<file path="config.mk">
export PLATFORM = sky130hd
export DESIGN_NAME = qemm_ram
export DESIGN_NICKNAME = d
export VERILOG_FILES = /design/src/qemm_ram.sv
export SDC_FILE = /design/constraint.sdc
export NUM_CORES = 1
export LEC_CHECK = 0
export BUFFER_PORTS_ARGS = -buffer_cell sky130_fd_sc_hd__buf_4
export CAP_MARGIN = 10
export CELL_PAD_IN_SITES_DETAIL_PLACEMENT = 0
export CELL_PAD_IN_SITES_GLOBAL_PLACEMENT = 2
export CORE_ASPECT_RATIO = 0.8
export CORE_UTILIZATION = 35
export DETAILED_ROUTE_END_ITERATION = 7
export GPL_TIMING_DRIVEN = 0
export HOLD_SLACK_MARGIN = 0.06
export PLACE_DENSITY = 0.66
export SLEW_MARGIN = 20
export SYNTH_ARGS = -nofsm -noshare
export SYNTH_HDL_FRONTEND = slang
export SYNTH_SLANG_ARGS = --single-unit
export TNS_END_PERCENT = 5
</file>
<file path="constraint.sdc">
create_clock -name clock -period 5.5 [get_ports clock]
set_clock_uncertainty 0.1 [all_clocks]
set_input_delay 0 -clock clock [delete_from_list [all_inputs] [get_ports clock]]
set_output_delay 0 -clock clock [all_outputs]
set_load 0.1 [all_outputs]
</file>
<file path="src/qemm_ram.sv">
`timescale 1ns / 1ps
// ---------------------------------------------------------------------------
// qemm_ram
// Generic single-write, single-read RAM with registered read data.
// ---------------------------------------------------------------------------
module qemm_ram #(
   parameter int WIDTH = 48,
   parameter int DEPTH = 16
) (
   input  logic                     clock,
   input  logic                     wr_en,
   input  logic [$clog2(DEPTH)-1:0] wr_addr,
   input  logic [WIDTH-1:0]         wr_data,
   input  logic                     rd_en,
   input  logic [$clog2(DEPTH)-1:0] rd_addr,
   output logic [WIDTH-1:0]         rd_data
);

   logic [WIDTH-1:0] mem [DEPTH];
   logic [WIDTH-1:0] rd_data_ff;

   always_ff @(posedge clock) begin
      if (wr_en) begin
         mem[wr_addr] <= wr_data;
      end
      if (rd_en) begin
         rd_data_ff <= mem[rd_addr];
      end
   end

   assign rd_data = rd_data_ff;

endmodule

</file>
Word level (Yosys, flattened, before mapping) --
Memory sizes are Yosys's and may differ from the RTL's. A register that Yosys moved wholly into a read port is not among the register bits. Index checks and enable logic that the tools add are counted.
Operators by class: add/subtract/negate cells 0, multiply operators 0, div/mod/pow operators 0, magnitude comparators 0, eq/ne operators 0, shifts and indexed selects 0, mux-type cells 2, bitwise operators 0, reduce and logical (&&, ||, !) cells 0
Operators by type and width (count):
- $mux W1 | 2
Storage, ports and cells: flip-flop bits (word level) 0, bits in latches 0, bits in writable memories 768, bits in read-only memories 0, input port bits 59, output and inout bits 48, memories 1
Memories:
- mem | depth 16, width 48, rd ports 1, clocked after memory_dff 1, wr ports 1, RTL line 19 | logic [WIDTH-1:0] mem [DEPTH];

Longest topological paths before layout --
depth in word-level cells 2, mapped depth 6, depth with buffers taken out 3

Least setup slack after synthesis --
Ideal clock, no wire load.
kind input to register, start in wr_addr[2], end mem mem[0][0], enable pin, setup time 0.513 ns, data arrival time 3.791 ns, slack 1.096 ns, cell stages on the path 2, cell sequence or3b_2 -> nor3_1
RTL lines:
- start, declared | RTL line 12 | input logic [$clog2(DEPTH)-1:0] wr_addr,
- end, declared | RTL line 19
No word-level cell before the write port.

Worst setup path after layout --
start in wr_addr[2], end mem mem[3][11], enable pin
No word-level cell before the write port.

==> results by group <==
Setup path
  – Worst Setup End Kind: flop
  – CP cell instances: dlygate4sd3_1, buf_4, or3b_2, dlygate4sd3_1, nor2_4, buf_12, buf_16, buf_16
  – CP Data Required Time: 5720 ps
  – Slowest cell on crit path: dlygate4sd3_1
  – Arrival @ worst endpoint: 2990 ps
  – Crit-path max FO: 14
  – R2R Setup Slk: 3770 ps
  – CP peak stage delay: 700 ps
  – Critical Path Source Type: primary input
  – Setup Crit Path Kind: in -> reg

Detailed routing
  – ANT nets after route: 0
  – 1st-pass router iterations: 5
  – Iter 0 DRT Violations: 1363
  – Routed vias/inst: 5.20
  – DRC viols: 0
  – Vias: 14163
  – Routed WL: 70100 µm
  – Wire length per cell: 25.7 µm

GRT
  – Gr usage total: 16.4%
  – Initial antenna violation count: 4
  – GRT overflow: 0
  – Largest net degree at the start of global routing: 49
  – First-pass GRT wire length: 102000 µm
  – Number of global-route vias before repair: 14805

CTS
  – Skew-Pair Late Insertion Delay: 620 ps
  – Clock Sinks: 816
  – Root buf cell: clkbuf_16
  – Clk pin slew, worst setup/hold paths: 60 ps
  – Post-CTS Setup Bufs: 0
  – Num CTS Buffers: 79
  – H-tree Lvls: 3
  – Bufs on Longest Clock Path: 3
  – TritonCTS clock tree: built

Power
  – Power density over the cells: 363 mW/mm²
  – Leakage: 11.7 nW
  – Worst IR Drop VDD: 0.226 mV

STA
  – Fin Hold WS: 111 ps
  – Final critical-path share of the clock period: 50.3%
  – Fmax achieved: 0.361 GHz
  – Hold Fails Final Rpt: 0
  – Period minus WS final: 2770 ps
  – Setup TNS: 0 ps
  – RSZ-0062 raised after global routing: false
  – Worst slew pin tran: 1070 ps
  – Slew Limit Fails: 0
  – Rel. slew slack: 28.9%
  – Final Setup Violations: 0

Floorplan
  – Die Y: 265 µm
  – Die X: 330 µm
  – CORE AREA: 0.0846 mm²
  – Row count: 95
  – Num ports: 107
  – Die Footprint: 0.0874 mm²
  – Initial Utilization: 35.7%

Yosys
  – Syn. warnings: 0
  – Mean Syn Cell Area: 24.3 µm²
  – Synthesized netlist cell count: 1242
  – Synth cell types: 16
  – Top-area cell type share of the netlist area: 81.2%
  – Net Count, Synth: 1301
  – Synth Register Bits: 816
  – Post-synthesis sequential area ratio: 81.2%
  – Synth area leader: edfxtp_1
  – Synth top area cells: edfxtp_1 (81%), mux4_2 (14%), a22oi_1 (2.4%)
  – Mapped cell area: 0.0302 mm²

Layout
  – Final #Nets: 1606
  – Share of cells above drive strength 1: 31.9%
  – Layout area overhead: 21.5%

Placed design
  – Port bufs: 104
  – RePlAce Congestion: 0.694
  – DPL Wire Length: 45100 µm

Outcome
  – Status: finished, final reports clean

Hold path
  – Min-delay worst type: in -> reg

Job
  – Max Cap Viol: 0
through the flow:
stage               instance area, µm²  total power [mW]  setup slack (ps)  util (%)  instances
global placement                 32400              8.04             -3340      38.2       2461
finish                           36700              13.3              2730      43.3       2725
global route                     36700              13.7              2710      43.3       2725
CTS                              36700              13.4              2780      43.3       2724
detailed placement               33600              8.08              2750      39.7       2524
floorplan                        30200              7.72              1100         -       1242
synthesized netlist by cell type:
| master | count |
|---|---|
| nand2_1 | 49 |
| nor2b_1 | 2 |
| nor3_1 | 4 |
| nand3b_1 | 2 |
| or3b_2 | 1 |
| mux4_2 | 192 |
| buf_4 | 18 |
| buf_2 | 8 |
| nand2b_1 | 2 |
| clkbuf_1 | 28 |
| nand3_1 | 1 |
| nor2_1 | 13 |
| a22oi_1 | 96 |
| buf_1 | 9 |
| and2_1 | 1 |
| edfxtp_1 | 816 |
final timing paths:
path | depth (start not counted) | start | end
setup / recovery | 8 | wr_addr[2] | mem[3][11]$_DFFE_PP_
hold / removal | 2 | wr_data[3] | mem[0][3]$_DFFE_PP_
setup reg to reg | 3 | mem[2][28]$_DFFE_PP_ | rd_data[28]$_DFFE_PP_
hold reg to reg | 3 | mem[15][24]$_DFFE_PP_ | rd_data[24]$_DFFE_PP_
critical path, delay by kind of cell:
family        cells  cell delay [ps]
simple gates      2              960
buf+inv           6             2000
layer usage:
layer | up-vias | global-route usage, % | wire (µm)
li1 | 5989 | - | -
met1 | 7651 | 24.4 | 32300
met2 | 419 | 24.5 | 31900
met3 | 98 | 4.09 | 4610
met4 | 6 | 3.38 | 1200
met5 | - | 0 | 35
final cells by class:
type                    instances  area [µm²]
flip-flops and latches        816       24500
repair buffers                224        2450
clock buffers                  95        2120
fillers                      7238       48000
clock inverters                48         402
well taps                    1115        1400
plain buffers                  63         314
diodes                          1        2.50
multi-input cells             363        5470
repair_timing:
item                                    CTS  global route
hold endpoints to repair                950             0
hold buffers                             57             0
resized for setup                         0             0
endpoints found under the setup margin    0             0
cell usage in the layout (no fill, tap or decap), drive strengths merged, types with 6 or more instances in the layout:
master,count
a22oi,96
clkbuf,123
edfxtp,816
mux4,192
clkinvlp,7
clkinv,30
bufinv,6
dlygate4sd3,57
nor2,13
nand2,49
buf,202
registers in the layout (all words and copies together) (netlist names):
register / flops
mem: 768
rd_data: 48
power breakdown:
group / internal [mW] / total, mW / switching, mW
registers: 7.00 / 7.04 / 0.0342
logic: 0.318 / 0.930 / 0.612
clock network: 3.04 / 5.32 / 2.29
total: 10.4 / 13.3 / 2.93
cell families (layout without fill, tap and decap cells):
logic type / Yosys count / count (layout) / share of synthesized area, %
muxes: 192 / 192 / 14.3
buffers and inverters: 63 / 430 / 1.04
DFF: 816 / 816 / 81.2
AOI/OAI and AO/OA: 96 / 96 / 2.39
other: 0 / 1 / 0
and+or+nand+nor: 75 / 75 / 1.04
No activity file was read; power rests on OpenSTA's default activity.
